--- config.mk ---
export PLATFORM = sky130hd
export DESIGN_NAME = oci_gen
export DESIGN_NICKNAME = d
export VERILOG_FILES = /design/src/sv/ofdm_carrier_interleaver_core_defines.svh /design/src/sv/oci_pkg.sv /design/src/sv/oci_gen.sv
export SDC_FILE = /design/constraint.sdc
export NUM_CORES = 1
export LEC_CHECK = 0
export BUFFER_PORTS_ARGS = -buffer_cell sky130_fd_sc_hd__buf_2
export CORE_MARGIN = 2
export CORE_UTILIZATION = 50
export CTS_BUF_LIST = sky130_fd_sc_hd__clkbuf_8
export DETAILED_ROUTE_END_ITERATION = 12
export GPL_TIMING_DRIVEN = 0
export PLACE_DENSITY = 0.73
export SLEW_MARGIN = 20
export SYNTH_ARGS = -nofsm -noshare
export SYNTH_HDL_FRONTEND = slang
export SYNTH_SLANG_ARGS = --single-unit
--- constraint.sdc ---
create_clock -name clk -period 6.1 [get_ports clk]
set_input_delay 1.22 -clock clk [delete_from_list [all_inputs] [get_ports clk]]
set_output_delay 1.22 -clock clk [all_outputs]
set_load 0.01 [all_outputs]
--- src/sv/ofdm_carrier_interleaver_core_defines.svh ---
// Assertion macros for the carrier interleaver RTL.
// Depends on nothing. Files that check their own logic include this header.
`ifndef OFDM_CARRIER_INTERLEAVER_CORE_DEFINES_SVH
`define OFDM_CARRIER_INTERLEAVER_CORE_DEFINES_SVH
`ifndef SYNTHESIS
// Same-cycle implication, disabled during reset.
`define OCI_ASSERT_IMP(lbl, clk, rst_n, ante, cons, msg) \
	lbl: assert property (@(posedge clk) disable iff (!rst_n) (ante) |-> (cons)) \
		else $error(msg);
// Next-cycle implication, disabled during reset.
`define OCI_ASSERT_NXT(lbl, clk, rst_n, ante, cons, msg) \
	lbl: assert property (@(posedge clk) disable iff (!rst_n) (ante) |=> (cons)) \
		else $error(msg);
`else
`define OCI_ASSERT_IMP(lbl, clk, rst_n, ante, cons, msg)
`define OCI_ASSERT_NXT(lbl, clk, rst_n, ante, cons, msg)
`endif
`endif

--- src/sv/oci_pkg.sv ---
// Types, constants and helper functions for the carrier interleaver.
// Depends on nothing; every other file but the assertion macro header imports it.
`timescale 1ns / 1ps
`default_nettype none
package oci_pkg;
	localparam int CARRIER_W = 11;
	localparam int BIN_W     = 12;
	localparam int MODE_W    = 3;
	localparam int FFT_W     = 13;
	localparam int LEN_W     = 12;
	localparam int OFF_W     = 11;
	localparam int IDX_W     = 11;
	localparam int PROD_W    = 15;
	localparam int CFG_IDX_W = 1;

	localparam logic [PROD_W-1:0] GEN_MULT  = 15'd13;
	localparam logic [MODE_W-1:0] MODE_RST  = 3'd1;
	localparam logic [FFT_W-1:0]  FFT_RST   = 13'd2048;

	// Transmission mode codes, lowest to highest.
	localparam logic [MODE_W-1:0] MODE_2K   = 3'd1;
	localparam logic [MODE_W-1:0] MODE_512  = 3'd2;
	localparam logic [MODE_W-1:0] MODE_256  = 3'd3;
	localparam logic [MODE_W-1:0] MODE_1K   = 3'd4;

	typedef enum logic [CFG_IDX_W-1:0] {
		CFG_MODE     = 1'b0,
		CFG_FFT_SIZE = 1'b1
	} cfg_reg_t;

	// One write into the offset table.
	typedef struct packed {
		logic                    we;
		logic [IDX_W-1:0]        addr;
		logic signed [OFF_W-1:0] data;
	} tbl_wr_t;

	// Table builder status seen by the lookup path.
	typedef struct packed {
		logic             building;
		logic [IDX_W-1:0] fill;
	} gen_stat_t;

	// Interleaver length N for a transmission mode; zero for undefined codes.
	function automatic logic [LEN_W-1:0] mode_len(input logic [MODE_W-1:0] m);
		logic [LEN_W-1:0] n;
		unique case (m)
			MODE_2K:  n = 12'd2048;
			MODE_512: n = 12'd512;
			MODE_256: n = 12'd256;
			MODE_1K:  n = 12'd1024;
			default:  n = '0;
		endcase
		return n;
	endfunction

	function automatic logic mode_ok(input logic [MODE_W-1:0] m);
		return (m >= MODE_2K) && (m <= MODE_1K);
	endfunction
endpackage
`default_nettype wire

--- src/sv/oci_gen.sv ---
// Table builder: steps the interleaver generator once a cycle while a build runs and emits
// table writes. Depends on oci_pkg.
`timescale 1ns / 1ps
`default_nettype none
module oci_gen #(
	parameter int MAX_CARRIERS = 1536
) (
	input  wire logic                        clk,
	input  wire logic                        arst_n,
	input  wire logic                        start,
	input  wire logic [oci_pkg::MODE_W-1:0]  start_mode,
	output      oci_pkg::tbl_wr_t            wr,
	output      oci_pkg::gen_stat_t          stat
);
	import oci_pkg::*;
	localparam int FW = $clog2(MAX_CARRIERS + 1);
	localparam logic [FW-1:0] FILL_MAX = FW'(MAX_CARRIERS);

	logic [MODE_W-1:0]    mode_q;
	logic                 building_q;
	logic [CARRIER_W-1:0] a_q;
	logic [CARRIER_W-1:0] step_q;
	logic [FW-1:0]        fill_q;

	logic [LEN_W-1:0]     len;
	logic [PROD_W-1:0]    prod;
	logic [PROD_W-1:0]    sum;
	logic [CARRIER_W-1:0] a_next;
	logic [LEN_W-1:0]     a_ext;
	logic                 keep;
	logic                 last;

	assign len    = mode_len(mode_q);
	assign prod   = PROD_W'(a_q) * GEN_MULT;
	assign sum    = prod + PROD_W'(len >> 2) - PROD_W'(1);
	assign a_next = CARRIER_W'(sum & PROD_W'(len - LEN_W'(1)));
	assign a_ext  = LEN_W'(a_next);
	// Keep values in the central band, dropping the centre (DC) carrier.
	assign keep   = (a_ext >= (len >> 3)) && (a_ext <= (len - (len >> 3)))
		&& (a_ext != (len >> 1));
	assign last   = (step_q == CARRIER_W'(len - LEN_W'(2)));

	assign wr.we   = building_q && keep && (fill_q < FILL_MAX);
	assign wr.addr = IDX_W'(fill_q);
	assign wr.data = OFF_W'(a_next - CARRIER_W'(len >> 1));

	assign stat.building = building_q;
	assign stat.fill     = IDX_W'(fill_q);

	always_ff @(posedge clk or negedge arst_n) begin
		if (!arst_n) begin
			mode_q     <= MODE_RST;
			building_q <= 1'b1;
			a_q        <= '0;
			step_q     <= '0;
			fill_q     <= '0;
		end else if (start) begin
			mode_q     <= start_mode;
			building_q <= 1'b1;
			a_q        <= '0;
			step_q     <= '0;
			fill_q     <= '0;
		end else if (building_q) begin
			a_q    <= a_next;
			step_q <= step_q + CARRIER_W'(1);
			if (wr.we) begin
				fill_q <= fill_q + FW'(1);
			end
			if (last) begin
				building_q <= 1'b0;
			end
		end
	end
endmodule
`default_nettype wire

# == Word level (Yosys, flattened, before mapping) ==
# Cells that the tools add are included.
# word_totals
in_bits,6
register_bits,37
# op_classes
muxes,11
bitwise_logic,1
mul,1
magnitude_cmp,3
reduce_logical,7
n_eq_ne,6
addsub,8
# op_table
operator,count
11-bit 2-to-1 mux,7
12-bit one-hot mux with 4 select lines,1
"11-bit by 1-bit adder with 11-bit output, second input constant",2
"11-bit by 1-bit subtractor with 11-bit output, second input constant",2
11-bit by 12-bit less-or-equal comparator with 1-bit output,1
12-bit by 9-bit subtractor with 12-bit output,1
11-bit by 10-bit adder with 11-bit output,1
11-bit bitwise AND,1
11-bit == test,1
11-bit by 9-bit >= comparator with 1-bit output,1
"11-bit less-than comparator, second input constant",1
"11-bit by 4-bit multiplier with 11-bit output, second input constant",1
11-bit inequality test,1
11-bit subtractor,1
"11-bit by 2-bit subtractor with 11-bit output, second input constant",1
"3-bit by 2-bit == test with 1-bit output, second input constant",2
1-bit logical AND,4
2-bit nonzero test,2
"3-bit by 1-bit == test with 1-bit output, second input constant",1
"3-bit == test, second input constant",1
1-bit 2-to-1 mux,3
2-bit AND reduction,1

# == Depth between registers and ports, before layout ==
# Gate-level depths: netlist of run 1.
# depth
ltp_word,13
mapped_depth,25

# == Worst setup path before layout of run 1 ==
# No wires, ideal clock.
# synth_path
path_type,reg2out
start,register mode_q[0]
end,output wr[22] in the netlist's numbering
stages_incl_launch_ff,21
arrival_ps,4748
setup_slack_ps,132
t_required_ps,4880
n_path_buf,2
path_cell_list,dfstp_2 -> buf_2 -> or3_1 -> clkinv_1 -> ha_1 -> inv_1 -> fa_1 -> inv_1 -> fa_1 -> ha_1 -> or4_1 -> o22ai_1 -> xnor2_1 -> nor2_1 -> ha_1 -> nand4_1 -> o32ai_2 -> o311ai_1 -> or3_4 -> inv_2 -> buf_6
# synth_lines
element,line,rtl
from (decl),oci_gen.sv:19,logic [MODE_W-1:0] mode_q;
from (signal assigned),oci_gen.sv:58,mode_q <= start_mode;
to (decl),oci_gen.sv:12,"output oci_pkg::tbl_wr_t wr,"

==> results of run 1 <==
logic make-up after synthesis:
family,Yosys count,synth area share (%)
XOR/XNOR,33,8.67
AO/OA/AOI/OAI,50,9.64
flip-flops,37,27.8
AND/OR/NAND/NOR,115,17.0
multiplexers,14,4.65
adder cells (fa/ha/maj),55,23.1
buffers and inverters,66,9.08
cell usage after synthesis (all sizes together) (2+ instances only):
master / instances
nor4: 4
nor2b: 7
o311ai: 2
clkbuf: 6
nor3: 5
a21o: 2
nand4: 10
fa: 11
or4: 3
xnor2: 22
a21oi: 16
a31o: 2
mux2: 6
a211oi: 6
nand2b: 3
buf: 17
o22ai: 2
dfrtp: 35
ha: 44
and3: 4
or3: 4
mux2i: 8
o21a: 2
dfstp: 2
nand2: 16
inv: 42
nor2: 47
nand3: 9
o21ai: 11
xor2: 11
area by class of cell:
class | count | share of cell area [%]
clock buffer | 6 | 1.93
multi-input combinational | 267 | 55.6
tap | 77 | 2.25
sequential | 37 | 21.8
clock inverter | 2 | 0.789
buffer | 20 | 2.81
timing repair buffer | 74 | 10.9
inverter | 43 | 3.95
per-layer routing:
| layer | global-route usage, % | wire length [um] | vias to the layer above |
|---|---|---|---|
| met4 | 8.23 | 196 | 0 |
| met2 | 38.9 | 4370 | 86 |
| met3 | 3.27 | 367 | 19 |
| met1 | 27.7 | 3510 | 1386 |
| li1 | - | - | 1402 |
| met5 | 0 | 0 | - |
metrics by stage:
stage,TNS (ns),utilization [%],std cells
floorplan,0,-,370
global placement,-0.518,56.8,486
detailed placement,-0.537,56.8,486
CTS,-0.114,63.0,515
global route,-0.195,67.0,526
finish,-0.0874,67.0,526
final timing paths:
check	from	end	slack (ns)	depth (start not counted)
max	mode_q[2]$_DFFE_PN0P_	wr[22]	-0.09	23
min	a_q[10]$_DFFE_PN0P_	a_q[10]$_DFFE_PN0P_	0.56	2
max reg2reg	mode_q[2]$_DFFE_PN0P_	fill_q[8]$_DFFE_PN0P_	0.67	25
min reg2reg	a_q[10]$_DFFE_PN0P_	a_q[10]$_DFFE_PN0P_	0.56	2
max in group asynchronous	arst_n	mode_q[2]$_DFFE_PN0P_	4.48	1
min in group asynchronous	arst_n	step_q[0]$_DFFE_PN0P_	1.03	1
state kept, by name (all words and copies together) (netlist names):
signal      flops
fill_q         11
mode_q          3
step_q         11
a_q            11
building_q      1
worst register-to-register path, delay by kind of cell, from the launching register on:
| kind | cells | cell delay (ns) |
|---|---|---|
| compound gates | 3 | 0.51 |
| fa+ha+maj | 5 | 1.69 |
| buf+inv | 8 | 0.84 |
| flops | 1 | 0.44 |
| mux | 1 | 0.29 |
| simple gates | 8 | 1.58 |
repair_timing:
action / CTS / global route
setup buffers: 22 / 13
hold buffers: 0 / 0
endpoints found under the hold margin: 0 / 0
pin swaps: 17 / 28
resized for setup: 35 / 31
setup endpoints to repair: 2 / 1
==> flow_summary.ini, run 1 <==
[floorplanning]
dieArea_mm2 = 0.00734
pin_count = 41
core_area_mm2 = 0.00639
die_h_um = 85.7
rows = 29
die_x_um = 85.7
initial_core_util_pct = 52.2

[synth]
synth-seq-area-share_pct = 27.8
syn_inst = 370
ys_seq_elements = 37
synth_edf_count = 0
postSynthAreaPerCell_um2 = 9.01
synthFlopType = dfrtp_1
synth_area_mm2 = 0.00333
synth_area_leaders = dfrtp_1 (26%), ha_1 (17%), fa_1 (6.6%)
synth_top_area_cell = dfrtp_1
yosysWarnings = 0
ys_async_sr_fraction_pct = 100
yosys.area.top_type_share_pct = 26.3
synth_nets = 431
synthDistinctLibCells = 50

[setup_path]
path_cells = buf_4 -> nor2_1 -> nand2_2 -> inv_2 -> ha_1 -> inv_1 -> fa_1 -> inv_1 -> fa_1 -> ha_4 -> o21ai_4 -> o21ai_1 -> a211o_1 -> nand2_4 -> buf_4 -> ha_4 -> a211oi_1 -> a21oi_1 -> nor2_1 -> o311ai_2 -> or3_4 -> inv_4 -> buf_6
path_max_fanout = 4
worstPathRequired_ns = 4.88
worst-path-buf-inv = 7
path_delay_family = adder cells
critPathSlowestCell = dfrtp_2
start_kind = flip-flop
slowest_delay_ns = 0.44
endpoint_kind = output port
worstSetupPathType = flip-flop to output port
worstPathArrival_ns = 4.97

[final_layout]
fillCellCount = 498
final_common_cell = buf_4
syn2layout_area_growth_pct = 28.4
layout_common_cells = buf_4 (46), nor2_1 (44), buf_2 (38)
num_antenna_cells = 0
multi_input_area_mm2 = 0.00238
drive_gt1_share_pct = 34.3
regArea_um2 = 933
fin_area_mm2 = 0.00428
nets = 509

[drt]
via_count = 2893
postRouteWirelength_mm = 8.45
drtPass1Iterations = 4
routed_via_density = 5.50
ant_nets = 0
wl_per_cell_um = 16.1
drc = 0
first_iter_violations = 156

[timing]
clock_skew_ns = 0.00589
max-slew-margin-rel_pct = 43.3
final_max_slew_viol_count = 0
rsz0062_at_grt = yes
fin_hold_ws_ns = 0.559
hold_viol_final = 0
fin_crit_sh_pct = 101
setup_violations = 1
tightest_slew_ns = 0.850
max_clock_freq_ghz = 0.162
min_period_ns = 6.19
setup_ws_ns = -0.0874

[cts]
htree_num_levels = 2
numCtsBuffers = 5
cts-root-buf = clkbuf_8
clk_pin_slew_worst_paths_ns = 0.07
clock-sinks = 37
insertion_delay_ns = 0.29
cts_tree = built
clk_path_buf_depth = 2

[worst_hold_path]
hold_path_class = flip-flop to flip-flop

[grt]
gr-total-overflow = 0
grt_pass1_wl_mm = 12.9
grt_max_degree = 38
track_usage_pct = 22.2
grt_pass1_vias = 2797
antenna_found_initial = 0

[run_status]
run_status = complete, but fails checks
violations = setup timing

[placement]
portBuffers = 39
hpwlAfterDp_mm = 5.48
dp_slack_ns = -0.537
gp_congestion = 0.907
placed_area_mm2 = 0.00363

[run]
drv_cap = 0
Power of run 1 is left out: the tool's default activity adds up to more than one toggle a clock period on the data nets, which glitch-free logic cannot reach.
==> run 2, diff against run 1 <==
--- a/config.mk
+++ b/config.mk
@@ -5,6 +5,7 @@
 export SDC_FILE = /design/constraint.sdc
 export NUM_CORES = 1
 export LEC_CHECK = 0
+export ABC_AREA = 1
 export BUFFER_PORTS_ARGS = -buffer_cell sky130_fd_sc_hd__buf_2
 export CORE_MARGIN = 2
 export CORE_UTILIZATION = 50
==> flow_summary.ini, run 2 <==
[cts]
ctsHoldBuffers = 0
clk_path_buf_depth = 2
numCtsBuffers = 5
clock-sinks = 37
cts-root-buf = clkbuf_8
clk_pin_slew_worst_paths_ns = 0.07
insertion_delay_ns = 0.29
htree_num_levels = 2
cts_tree = built

[timing]
final_max_slew_viol_count = 0
clock_skew_ns = 0.00669
max-slew-margin-rel_pct = 42.4
fin_hold_ws_ns = 0.488
fin_crit_sh_pct = 96.8
max_clock_freq_ghz = 0.169
setup_violations = 0
min_period_ns = 5.91
tightest_slew_ns = 0.864
hold_viol_final = 0

[setup_path]
worstPathRequired_ns = 4.88
start_kind = flip-flop
path_max_fanout = 6
worstSetupPathType = flip-flop to output port
cp_common_cell = nand2_1
worstPathArrival_ns = 4.69
critPathSlowestCell = fa_1
endpoint_kind = output port
slowest_delay_ns = 0.59

[run_status]
run_status = finished, final reports clean

[grt]
antenna_found_initial = 0
grt_pass1_vias = 2949
track_usage_pct = 21.2
grt_pass1_wl_mm = 13.2
gr-total-overflow = 0
grt_max_degree = 38

[run]
drv_cap = 0

[final_layout]
nets = 587
drive_gt1_share_pct = 25.1
final_common_cell = nand2_1
layout_common_cells = nand2_1 (94), inv_1 (78), ha_1 (40), buf_2 (40), dfrtp_1 (34)
num_antenna_cells = 0
syn2layout_area_growth_pct = 17.7
top_regs = a_q x11, fill_q x11, step_q x11

[synth]
yosys.area.top_type_share_pct = 24.4
synth_commonest_cells = nand2_1 (94), inv_1 (79), ha_1 (44)
synth_edf_count = 0
yosysWarnings = 0
synth_area_mm2 = 0.00358
synth-seq-area-share_pct = 25.9
synth_top_area_cell = dfrtp_1
synth_top_family_by_area = simple AND/OR/NAND/NOR gates
postSynthAreaPerCell_um2 = 7.74
synth_nets = 524
synth_compound_gate_area_share_pct = 8.76
yosys.area_share.simple_pct = 26.2
synth_area_leaders = dfrtp_1 (24%), ha_1 (15%), nand2_1 (9.8%)
synthMuxAreaShare_pct = 0
synthFlopType = dfrtp_1
synth-xor-area-share_pct = 4.16
syn_inst = 463
synth.most_common_cell = nand2_1
synthDistinctLibCells = 36
ys_async_sr_fraction_pct = 100
ys_seq_elements = 37
synth_fa_ha_area_share_pct = 21.5

[worst_hold_path]
hold_path_class = flip-flop to flip-flop

[drt]
drtPass1Iterations = 4
routed_via_density = 5.06
via_count = 3150
ant_nets = 0
wl_per_cell_um = 13.0
first_iter_violations = 187
postRouteWirelength_mm = 8.07
drc = 0

[placement]
hpwlAfterDp_mm = 5.99
portBuffers = 40
gp_congestion = 0.823

[floorplanning]
die_x_um = 88.7
pin_count = 41
die_h_um = 88.7
initial_core_util_pct = 52.2
rows = 30
dieArea_mm2 = 0.00786
core_area_mm2 = 0.00687
[run 2: cell types whose count changed in the layout (fill, tap and decap cells not counted), sizes merged, moves of 8 or more]
cell	delta
a21oi	+9
buf	-16
inv	+47
mux2i	-8
nand2	+86
nand3	+21
nor2	-16
xnor2	-19
[run 2: area by class of cell]
cell class	count	area [um2]
Fill cell	624	2650
Sequential cell	37	930
Multi-Input combinational cell	315	2260
Buffer	18	128
Timing Repair Buffer	57	328
Inverter	92	348
Clock buffer	5	68.8
Clock inverter	2	35.0
Tap cell	96	120
[run 2: layer usage]
metal,GRT usage [%],up-vias,part of all wire (%)
met5,0,-,0
met4,6.47,0,1.9
met3,2.80,17,3.0
met2,35.7,56,48
met1,28.4,1470,47
li1,-,1607,-
[run 2: worst paths after layout]
kind                       slack (ns)             startpoint                    end  cells past startpoint
max reg2reg                      1.36  mode_q[0]$_DFFE_PN1P_  fill_q[2]$_DFFE_PN0P_                     32
min                              0.49  step_q[3]$_DFFE_PN0P_  step_q[3]$_DFFE_PN0P_                      1
max                              0.19  mode_q[0]$_DFFE_PN1P_                 wr[22]                     30
max in group asynchronous        4.47                 arst_n  mode_q[2]$_DFFE_PN0P_                      1
min in group asynchronous        1.04                 arst_n     a_q[6]$_DFFE_PN0P_                      1
min reg2reg                      0.49  step_q[3]$_DFFE_PN0P_  step_q[3]$_DFFE_PN0P_                      1
[run 2: logic make-up (layout without fill, tap and decap cells)]
kind of cell | count (synthesis) | after routing
adders and majority gates | 55 | 55
and+or+nand+nor | 189 | 189
DFF | 37 | 37
buffers and inverters | 111 | 174
AOI/OAI and AO/OA | 54 | 54
xor gates and xnor gates | 17 | 17
[run 2: repair_timing]
action                     CTS  global route
pin swaps                    6             6
gates cloned                 0             0
gates resized for setup      8             6
buffers inserted             6            11
setup endpoints to repair    1             1
[run 2: stage by stage]
stage | area, um2 | utilization, % | setup slack, ns | TNS, ns | cells
after global placement | 3900 | 56.8 | 0.0569 | 0 | 599
after CTS | 4110 | 59.8 | 0.0126 | 0 | 612
after detailed placement | 3900 | 56.8 | 0.00784 | 0 | 599
after floorplan | 3580 | - | 0.673 | 0 | 463
final | 4220 | 61.4 | 0.193 | 0 | 622
after global routing | 4220 | 61.4 | -0.0933 | -0.0933 | 622
[run 2: critical path, delay by kind of cell, from the launching register on]
kind / cells / cell delay, ns
adder cells (fa/ha/maj): 5 / 1.70
buffers and inverters: 8 / 0.56
flip-flops: 1 / 0.57
AO/OA/AOI/OAI: 2 / 0.32
AND/OR/NAND/NOR: 15 / 1.23
Power of run 2 is left out for the same reason.
